File: src/rtl/core/i2r_pkg.sv
package i2r_pkg;

	localparam int VALUE_W  = 12;
	localparam int SYMBOL_W = 7;
	localparam int DIGIT_W  = 4;
	localparam int PC_W     = 4;
	// place weight times a digit: 9 * 1000 needs 14 bits
	localparam int MULT_W   = VALUE_W + 2;
	localparam logic [VALUE_W-1:0] VALUE_MAX = 12'd3999;

	localparam logic [SYMBOL_W-1:0] SYM_I    = 7'h49;
	localparam logic [SYMBOL_W-1:0] SYM_V    = 7'h56;
	localparam logic [SYMBOL_W-1:0] SYM_X    = 7'h58;
	localparam logic [SYMBOL_W-1:0] SYM_L    = 7'h4C;
	localparam logic [SYMBOL_W-1:0] SYM_C    = 7'h43;
	localparam logic [SYMBOL_W-1:0] SYM_D    = 7'h44;
	localparam logic [SYMBOL_W-1:0] SYM_M    = 7'h4D;
	localparam logic [SYMBOL_W-1:0] SYM_NONE = 7'h00;

	typedef enum logic [1:0] {
		OP_IDLE,
		OP_EXTRACT,
		OP_EMIT,
		OP_ERROR
	} op_t;

	typedef enum logic [1:0] {
		K_UNIT,
		K_FIVE,
		K_TEN
	} kind_t;

	typedef struct packed {
		op_t             op;
		logic [1:0]      place;
		logic [PC_W-1:0] jump;
	} ucode_t;

	localparam logic [PC_W-1:0] PC_IDLE  = 4'd0;
	localparam logic [PC_W-1:0] PC_ERROR = 4'd9;

	// Control store. Taken jump: ERROR on bad value, IDLE when nothing is left.
	function automatic ucode_t ucode(input logic [PC_W-1:0] pc);
		ucode_t cw;
		case (pc)
			4'd0:    cw = '{OP_IDLE,    2'd0, PC_ERROR};
			4'd1:    cw = '{OP_EXTRACT, 2'd3, PC_IDLE};
			4'd2:    cw = '{OP_EMIT,    2'd3, PC_IDLE};
			4'd3:    cw = '{OP_EXTRACT, 2'd2, PC_IDLE};
			4'd4:    cw = '{OP_EMIT,    2'd2, PC_IDLE};
			4'd5:    cw = '{OP_EXTRACT, 2'd1, PC_IDLE};
			4'd6:    cw = '{OP_EMIT,    2'd1, PC_IDLE};
			4'd7:    cw = '{OP_EXTRACT, 2'd0, PC_IDLE};
			4'd8:    cw = '{OP_EMIT,    2'd0, PC_IDLE};
			4'd9:    cw = '{OP_ERROR,   2'd0, PC_IDLE};
			default: cw = '{OP_IDLE,    2'd0, PC_ERROR};
		endcase
		return cw;
	endfunction

	function automatic logic [VALUE_W-1:0] place_weight(input logic [1:0] place);
		logic [VALUE_W-1:0] w;
		case (place)
			2'd3:    w = 12'd1000;
			2'd2:    w = 12'd100;
			2'd1:    w = 12'd10;
			default: w = 12'd1;
		endcase
		return w;
	endfunction

	// Characters in the numeral of one decimal digit.
	function automatic logic [2:0] digit_len(input logic [DIGIT_W-1:0] d);
		logic [2:0] n;
		case (d)
			4'd1, 4'd5:       n = 3'd1;
			4'd2, 4'd4, 4'd6, 4'd9: n = 3'd2;
			4'd3, 4'd7:       n = 3'd3;
			4'd8:             n = 3'd4;
			default:          n = 3'd0;
		endcase
		return n;
	endfunction

	function automatic kind_t digit_kind(input logic [DIGIT_W-1:0] d,
					      input logic [1:0] k);
		kind_t r;
		case (d)
			4'd4:                   r = (k == 2'd0) ? K_UNIT : K_FIVE;
			4'd9:                   r = (k == 2'd0) ? K_UNIT : K_TEN;
			4'd5, 4'd6, 4'd7, 4'd8: r = (k == 2'd0) ? K_FIVE : K_UNIT;
			default:                r = K_UNIT;
		endcase
		return r;
	endfunction

	function automatic logic [SYMBOL_W-1:0] symbol_of(input logic [1:0] place,
							   input kind_t kind);
		logic [SYMBOL_W-1:0] s;
		case ({place, kind})
			{2'd0, K_UNIT}: s = SYM_I;
			{2'd0, K_FIVE}: s = SYM_V;
			{2'd0, K_TEN}:  s = SYM_X;
			{2'd1, K_UNIT}: s = SYM_X;
			{2'd1, K_FIVE}: s = SYM_L;
			{2'd1, K_TEN}:  s = SYM_C;
			{2'd2, K_UNIT}: s = SYM_C;
			{2'd2, K_FIVE}: s = SYM_D;
			{2'd2, K_TEN}:  s = SYM_M;
			{2'd3, K_UNIT}: s = SYM_M;
			default:        s = SYM_NONE;
		endcase
		return s;
	endfunction

endpackage

File: src/rtl/core/integer_to_roman_encoder_top.sv
// Integer to Roman numeral encoder.
//
// Input channel (in_valid/in_ready, value): one transfer per 12-bit integer.
// Output channel (out_valid/out_ready, symbol/last/bad_input): one transfer
// per ASCII character, thousands first; last marks the final character.
// Values of 0 or above 3999 give a single transfer with bad_input and last
// set and symbol 0.
//
// A ten-step microprogram runs the conversion: for each decimal place one
// extract step (compare against the nine multiples of the place weight,
// subtract) and one emit step that repeats once per character. Places that
// run out early are skipped once the remainder is zero.
// One item is in flight; in_ready is high only in the idle step.
// A stalled receiver holds the output register and freezes the sequencer at any step that must load a character.
// Reset (arst_n low) returns the step counter to idle and drops out_valid.
module integer_to_roman_encoder_top (
	input  logic                          clk,
	input  logic                          arst_n,
	input  logic                          in_valid,
	output logic                          in_ready,
	input  logic [i2r_pkg::VALUE_W-1:0]   value,
	output logic                          out_valid,
	input  logic                          out_ready,
	output logic [i2r_pkg::SYMBOL_W-1:0]  symbol,
	output logic                          last,
	output logic                          bad_input
);

	// sequencer state
	logic [i2r_pkg::PC_W-1:0]    pc_q, pc_d;
	logic [i2r_pkg::VALUE_W-1:0] rem_q, rem_d;
	logic [i2r_pkg::DIGIT_W-1:0] digit_q, digit_d;
	logic [1:0]                  char_q, char_d;

	// output register
	logic                          out_valid_q;
	logic [i2r_pkg::SYMBOL_W-1:0]  symbol_q;
	logic                          last_q;
	logic                          bad_q;

	i2r_pkg::ucode_t cw;

	logic                          load;
	logic [i2r_pkg::SYMBOL_W-1:0]  ld_symbol;
	logic                          ld_last;
	logic                          ld_bad;
	logic                          can_load;

	// extract datapath
	logic [i2r_pkg::VALUE_W-1:0]   weight;
	logic [i2r_pkg::MULT_W-1:0]    mult [1:9];
	logic [i2r_pkg::DIGIT_W-1:0]   ext_digit;
	logic [i2r_pkg::VALUE_W-1:0]   ext_sub;

	// emit datapath
	logic [2:0]                    len;
	logic                          char_end;

	assign cw       = i2r_pkg::ucode(pc_q);
	assign can_load = !out_valid_q || out_ready;
	assign in_ready = (cw.op == i2r_pkg::OP_IDLE);

	// digit = number of multiples of the weight not above the remainder
	always_comb begin
		weight    = i2r_pkg::place_weight(cw.place);
		ext_digit = '0;
		ext_sub   = '0;
		for (int i = 1; i <= 9; i++) begin
			mult[i] = i2r_pkg::MULT_W'(weight) * i2r_pkg::MULT_W'(i);
			if (i2r_pkg::MULT_W'(rem_q) >= mult[i]) begin
				ext_digit = i2r_pkg::DIGIT_W'(i);
				ext_sub   = mult[i][i2r_pkg::VALUE_W-1:0];
			end
		end
	end

	assign len      = i2r_pkg::digit_len(digit_q);
	assign char_end = (len != 3'd0) && (char_q == 2'(len - 3'd1));

	always_comb begin
		pc_d      = pc_q;
		rem_d     = rem_q;
		digit_d   = digit_q;
		char_d    = char_q;
		load      = 1'b0;
		ld_symbol = i2r_pkg::SYM_NONE;
		ld_last   = 1'b0;
		ld_bad    = 1'b0;
		case (cw.op)
			i2r_pkg::OP_IDLE: begin
				if (in_valid) begin
					rem_d = value;
					if (value == '0 || value > i2r_pkg::VALUE_MAX) begin
						pc_d = cw.jump;
					end else begin
						pc_d = pc_q + 1'b1;
					end
				end
			end
			i2r_pkg::OP_EXTRACT: begin
				digit_d = ext_digit;
				rem_d   = rem_q - ext_sub;
				char_d  = '0;
				pc_d    = pc_q + 1'b1;
			end
			i2r_pkg::OP_EMIT: begin
				if (len == 3'd0) begin
					pc_d = (rem_q == '0) ? cw.jump : pc_q + 1'b1;
				end else if (can_load) begin
					load      = 1'b1;
					ld_symbol = i2r_pkg::symbol_of(cw.place,
						i2r_pkg::digit_kind(digit_q, char_q));
					ld_last   = char_end && (rem_q == '0);
					if (char_end) begin
						char_d = '0;
						pc_d   = (rem_q == '0) ? cw.jump : pc_q + 1'b1;
					end else begin
						char_d = char_q + 1'b1;
					end
				end
			end
			i2r_pkg::OP_ERROR: begin
				if (can_load) begin
					load      = 1'b1;
					ld_symbol = i2r_pkg::SYM_NONE;
					ld_last   = 1'b1;
					ld_bad    = 1'b1;
					pc_d      = cw.jump;
				end
			end
			default: begin
				pc_d = i2r_pkg::PC_IDLE;
			end
		endcase
	end

	always_ff @(posedge clk or negedge arst_n) begin
		if (!arst_n) begin
			pc_q        <= i2r_pkg::PC_IDLE;
			out_valid_q <= 1'b0;
		end else begin
			pc_q <= pc_d;
			if (load) begin
				out_valid_q <= 1'b1;
			end else if (out_ready) begin
				out_valid_q <= 1'b0;
			end
		end
	end

	// payload, no reset
	always_ff @(posedge clk) begin
		rem_q   <= rem_d;
		digit_q <= digit_d;
		char_q  <= char_d;
		if (load) begin
			symbol_q <= ld_symbol;
			last_q   <= ld_last;
			bad_q    <= ld_bad;
		end
	end

	assign out_valid = out_valid_q;
	assign symbol    = symbol_q;
	assign last      = last_q;
	assign bad_input = bad_q;

endmodule

File: config.mk
export PLATFORM = sky130hd
export DESIGN_NAME = integer_to_roman_encoder_top
export DESIGN_NICKNAME = d
export VERILOG_FILES = /design/src/rtl/core/i2r_pkg.sv /design/src/rtl/core/integer_to_roman_encoder_top.sv
export SDC_FILE = /design/constraint.sdc
export NUM_CORES = 1
export LEC_CHECK = 0
export BUFFER_PORTS_ARGS = -buffer_cell sky130_fd_sc_hd__buf_2
export CAP_MARGIN = 25
export CORE_MARGIN = 8
export CORE_UTILIZATION = 34
export DETAILED_ROUTE_END_ITERATION = 6
export PLACE_DENSITY_LB_ADDON = 0.15
export SYNTH_ARGS = -nofsm -noshare
export SYNTH_HDL_FRONTEND = slang
export SYNTH_SLANG_ARGS = --single-unit
File: constraint.sdc
create_clock -name clk -period 20.9 [get_ports clk]
set_clock_uncertainty 0.15 [all_clocks]
set_input_delay 5.225 -clock clk [delete_from_list [all_inputs] [get_ports clk]]
set_output_delay 5.225 -clock clk [all_outputs]
set_load 0.1 [all_outputs]
### Word level (Yosys, flattened, before mapping)

Memory sizes are Yosys's and may differ from the RTL's. A register that Yosys moved wholly into a read port is not among the register bits.
Cells that the tools add are included.

| operators by class | value |
|---|---|
| $add $sub $neg | 4 |
| $mul | 5 |
| divide/modulo/power cells | 0 |
| magnitude comparators | 10 |
| eq/ne operators | 19 |
| shifts and indexed selects | 0 |
| multiplexer cells | 47 |
| bitwise operators | 2 |
| reductions and logical operators | 20 |

Operator list:

| operator | number |
|---|---|
| $mux W12 | 10 |
| $ge A12 B14 Y1 | 7 |
| $mux W4 | 13 |
| $pmux W10 S3 | 1 |
| $mul A12 B3 Y14 const B | 2 |
| $logic_not A12 Y1 | 2 |
| $pmux W12 S2 | 1 |
| $eq A4 B3 Y1 const B | 4 |
| $pmux W4 S4 | 1 |
| $mul A12 B2 Y14 const B | 1 |
| $mul A12 B4 Y14 const B | 1 |
| $mux W2 | 7 |
| $ge A12 B13 Y1 | 1 |
| $mul A12 B2 Y13 const B | 1 |
| $ge A12 B12 Y1 | 1 |
| $gt A12 B12 Y1 const B | 1 |
| $sub A12 B12 Y12 | 1 |
| $mux W1 | 10 |
| $eq A2 B2 Y1 const B | 4 |
| $eq A4 B4 Y1 const B | 2 |
| $ne A2 B2 Y1 const B | 4 |
| $ne A3 B3 Y1 const B | 2 |
| $pmux W2 S3 | 1 |
| $reduce_bool A2 Y1 | 3 |
| 20 further kinds | 26 |

| word-level totals | value |
|---|---|
| register bits | 32 |
| bits in latches | 0 |
| memory bits (writable) | 0 |
| bits in read-only memories | 240 |
| input bits | 16 |
| output and inout port bits | 11 |
| logic and storage cells | 119 |
| memories | 3 |

Memory list:

| name | depth | bits a word | read ports | clocked after memory_dff | wr ports | line | text |
|---|---|---|---|---|---|---|---|
| (no name shown) | 16 | 6 | 1 | 1 | 0 | i2r_pkg.sv:100 | `case ({place, kind})` |
| (no name shown) | 16 | 6 | 1 | 0 | 0 | i2r_pkg.sv:45 | `case (pc)` |
| (no name shown) | 16 | 3 | 1 | 0 | 0 | i2r_pkg.sv:75 | `case (d)` |

### Longest topological paths before layout

An unclocked memory read counts as a cell.

| depth | value |
|---|---|
| depth after elaboration | 15 |
| depth in mapped cells | 34 |
| gate-level depth less buffers | 31 |

### Worst setup path before layout

Ideal clock, no wire load.

| timing | value |
|---|---|
| path kind | reg2reg |
| start point | register pc_q[0] in the netlist's numbering |
| end point | register rem_q[11] in the netlist's numbering (data pin) |
| setup time | 0.260 ns |
| arrival | 7.546 ns |
| data required time | 20.490 ns |
| path slack | 12.943 ns |
| stages on the path, launching flop included | 34 |
| path buffers | 5 |
| period minus slack after synthesis | 7.957 ns |
| cells stage by stage | dfrtp_1 -> inv_1 -> ha_1 -> clkbuf_1 -> nor2b_1 -> clkbuf_1 -> inv_1 -> clkbuf_1 -> ha_1 -> clkbuf_1 -> inv_1 -> o21ai_1 -> clkinv_1 -> ha_1 -> a21oi_1 -> xnor2_1 -> ha_1 -> o21ai_0 -> o21ai_1 -> a22o_1 -> a31oi_1 -> nor2_1 -> clkbuf_1 -> nor3_1 -> nand3b_1 -> a221o_1 -> ha_1 -> or3_1 -> o211a_1 -> o21a_1 -> o21a_1 -> o41ai_1 -> xnor3_1 -> mux2_4 |

| between the ends | value |
|---|---|
| longest elaborated chain between the ends | 15 |
| elaborated cells on any way between the ends | 32 |
| classes of those cells | add/sub: 1; mul: 5; order compare: 9; eq/ne: 4; mux: 11; reduce/logical: 1; memory: 1 |

RTL lines:

| item | line | text |
|---|---|---|
| start: declaration | integer_to_roman_encoder_top.sv:30 | `logic [i2r_pkg::PC_W-1:0] pc_q, pc_d;` |
| start signal: assignment | integer_to_roman_encoder_top.sv:139 | `pc_q <= i2r_pkg::PC_IDLE;` |
| start signal: assignment | integer_to_roman_encoder_top.sv:142 | `pc_q <= pc_d;` |
| $mem_v2 Z16 W6 (*) | n/a |  |
| branches (longest 13 deep; another with $mul A12 B2 Y14) | n/a |  |
| $pmux W12 S2 (*) | integer_to_roman_encoder_top.sv:89 | `case (cw.op)` |
| net rem_d (one bit) | integer_to_roman_encoder_top.sv:31 | `logic [i2r_pkg::VALUE_W-1:0] rem_q, rem_d;` |
| end signal: assignment | integer_to_roman_encoder_top.sv:153 | `rem_q <= rem_d;` |
| end: declaration | integer_to_roman_encoder_top.sv:31 |  |

Mark *: on every way through the listed nets, which the timed path passes.
A chain may end at the register's enable or synchronous reset.

### Worst setup path after layout

Same ends and word-level chain as after synthesis.

==> impl_metrics.yaml <==
outcome:
  outcome: "complete, no violations"
grt:
  grt_antenna_before_repair: 0
  grt_start_max_net_pins: 25
  grt.total_usage_pct: 17.0
  globalRoute.totalOverflow: 0
  grt_pass1_wl_mm: 26.9
  first_global_vias: 4955
worst_setup_path:
  cp_top_family: "compound AO/OA/AOI/OAI gates"
  worst-path-buf-inv: 3
  critPathArrivalTime_ns: 8.74
  critical_path_peak_fanout: 19
  critical-path-max-stage-delay_ns: 0.77
  crit_top_cell: "sky130_fd_sc_hd__ha_1"
  crit_path_end_kind: "flip-flop"
  path_class: "flip-flop to flip-flop"
  startpoint_type: "flip-flop"
  worst_ep_required_time_ns: 20.77
  worst_path_max_delay_cell: "sky130_fd_sc_hd__nor2b_1"
route:
  via_count: 5035
  vias_per_std_cell: 5.93
  wire_per_inst_um: 19.8
  drtAntennaViolNets: 0
  detail_route.first_pass.iterations: 5
  detail_route.wirelength_mm: 16.8
  detail_route.iter0.violations: 377
  detail_route.drc_violations: 0
floorplan:
  num_rows: 45
  die_x_um: 140
  initial_core_util_pct: 34.6
  fp.dieArea_sq_um: 19600
  design.core.area_sq_um: 15100
  die-height_um: 140
  design.portCount: 27
synthesis:
  mappedNetlistArea_sq_um: 5220
  yosysWarnings: 0
  asyncSetResetFlopFracSynth_pct: 16.1
  ys_seq_area_share_pct: 17.4
  postSynthNetCount: 766
  seq_cells_post_synth: 31
  yosysUniqueCellTypes: 84
  number_of_synthesized_flops_with_an_enable_pin: 26
  synth_cells: 648
  postSynthAreaPerCell_sq_um: 8.05
  dominantRegCellSynth: "sky130_fd_sc_hd__edfxtp_1"
sta:
  finalHoldViolCount: 0
  achievable-frequency_mhz: 113
  worst_slew_margin_rel_pct: 36.7
  period_share_pct: 42.4
  rsz0062_at_grt: "false"
  timing.final.crit_period_ns: 8.87
  timing.final.setup_violations: 0
  slew_violations: 0
  tightestPinTransition_ns: 0.950
  tns_ns: 0
clock_tree:
  postCtsResizedCells: 0
  cts_tree: "built"
  cts_root_buf: "sky130_fd_sc_hd__clkbuf_16"
  cts-root-to-sink-buffers: 2
  numCtsBuffers: 5
  numClockSinks: 31
  cts_hold_buf: 0
  clkSlewWorstSetupHoldPaths_ns: 0.05
  worstSkewPairLatency_ns: 0.28
  cts_htree_levels: 2
  postCtsSetupRepairBufs: 0
placed_design:
  number_of_input_and_output_port_buffers_inserted: 25
  place_hpwl_mm: 13.1
  final_weighted_congestion_in_routability_driven_placement: 0.914
finish:
  layout.cells.most_common: "sky130_fd_sc_hd__ha_1"
  nets: 778
  commonest_non_fill_non_tap_cells_in_the_layout: "sky130_fd_sc_hd__ha_1, sky130_fd_sc_hd__nor2_1, sky130_fd_sc_hd__nand2_1, sky130_fd_sc_hd__o21ai_0, sky130_fd_sc_hd__inv_1"
  fillerInstances: 1552
  antenna-diode-count: 0
  final_layout_size_suffix_gt1_share_pct: 8.02
  area_growth_pct: 8.35
flow_run:
  max_cap_viol_count: 0
min_path:
  holdCritPathClass: "flip-flop to flip-flop"
## per-stage QoR
stage | instances | setup slack (ns) | hold WS, ns | util [%] | cell area, sq um
after floorplan | 648 | 12.94 | 0.498 | - | 5220
after global placement | 839 | 12.33 | 0.405 | 36.4 | 5490
after detailed placement | 840 | 12.17 | 0.424 | 36.4 | 5500
after CTS | 848 | 12.12 | 0.437 | 37.4 | 5650
after global routing | 849 | 11.36 | 0.494 | 37.4 | 5650
final | 849 | 12.03 | 0.437 | 37.4 | 5650
## tightest hold or removal path, cell delays in order (launching register included)
cell and delay (ns):
sky130_fd_sc_hd__dfrtp_1 0.34, sky130_fd_sc_hd__nand2b_1 0.12, sky130_fd_sc_hd__nand2b_1 0.10
## state kept, by name (all words and copies together) (netlist names)
signal,count
pc_q,4
bad_input,1
rem_q,12
symbol,6
digit_q,4
out_valid,1
last,1
char_q,2
## cell families (layout without fill, tap and decap cells)
kind of cell    after synthesis  count (layout)  synth area share, %
compound gates              217             217                 28.8
simple gates                210             210                 20.2
fa+ha+maj                   102             102                 24.8
buf+inv                      69              82                 5.35
flops                        31              31                 17.4
xor+xnor                     14              14                 2.62
mux                           4               4                0.888
other cells                   1               1               0.0719
## routing by layer
| layer | GRT usage, % | vias up | wire length (um) |
|---|---|---|---|
| met5 | 0 | - | 0 |
| met4 | 6.00 | 0 | 431 |
| met3 | 2.56 | 27 | 893 |
| met2 | 27.5 | 163 | 7600 |
| met1 | 22.6 | 2373 | 7860 |
| li1 | - | 2472 | - |
## final cells by class
class	instances	area (sq um)	area share, %
multi-input cells	548	4030	71.3
flip-flops and latches	31	906	16.0
well taps	188	235	4.16
repair buffers	31	168	2.97
inverters	43	161	2.86
clock buffers	6	139	2.46
clock inverters	2	11.3	0.199
## synth_stat cells, types with 5 or more instances
master                       n  area (sq um)
sky130_fd_sc_hd__ha_1      100          1250
sky130_fd_sc_hd__nor2_1     58           218
sky130_fd_sc_hd__nand2_1    50           188
sky130_fd_sc_hd__o21ai_0    48           240
sky130_fd_sc_hd__inv_1      42           158
sky130_fd_sc_hd__a21oi_1    41           205
sky130_fd_sc_hd__edfxtp_1   26           781
sky130_fd_sc_hd__nor3_1     19          95.1
sky130_fd_sc_hd__clkbuf_1   16          60.1
sky130_fd_sc_hd__o21a_1     15           113
sky130_fd_sc_hd__nand2b_1   13          81.3
sky130_fd_sc_hd__nand4_1    12          75.1
sky130_fd_sc_hd__nor2b_1    12          75.1
sky130_fd_sc_hd__o31ai_1    12          90.1
sky130_fd_sc_hd__nand3_1    11          55.1
sky130_fd_sc_hd__a211oi_1   10          75.1
sky130_fd_sc_hd__a21o_1     10          75.1
sky130_fd_sc_hd__a31oi_1    10          62.6
sky130_fd_sc_hd__nor4_1      9          56.3
sky130_fd_sc_hd__xnor2_1     9          78.8
sky130_fd_sc_hd__buf_2       6          30.0
sky130_fd_sc_hd__o211ai_1    6          45.0
sky130_fd_sc_hd__o21ai_1     6          30.0
sky130_fd_sc_hd__dfrtp_1     5           125
## path summary, 6_finish.rpt
kind                                        from                    end  slack [ns]  cells past startpoint
max                          pc_q[0]$_DFFE_PN0P_    rem_q[11]$_DFFE_PP_       12.03                     27
min                        out_valid$_DFFE_PN0P_  out_valid$_DFFE_PN0P_        0.44                      2
max reg2reg                  pc_q[0]$_DFFE_PN0P_    rem_q[11]$_DFFE_PP_       12.03                     27
min reg2reg                out_valid$_DFFE_PN0P_  out_valid$_DFFE_PN0P_        0.44                      2
max in group asynchronous                 arst_n    pc_q[1]$_DFFE_PN0P_       15.85                      1
min in group asynchronous                 arst_n  out_valid$_DFFE_PN0P_        4.61                      1
Power is not shown: default switching activity piles up to over one toggle a cycle in this logic, so the estimate is an artifact.
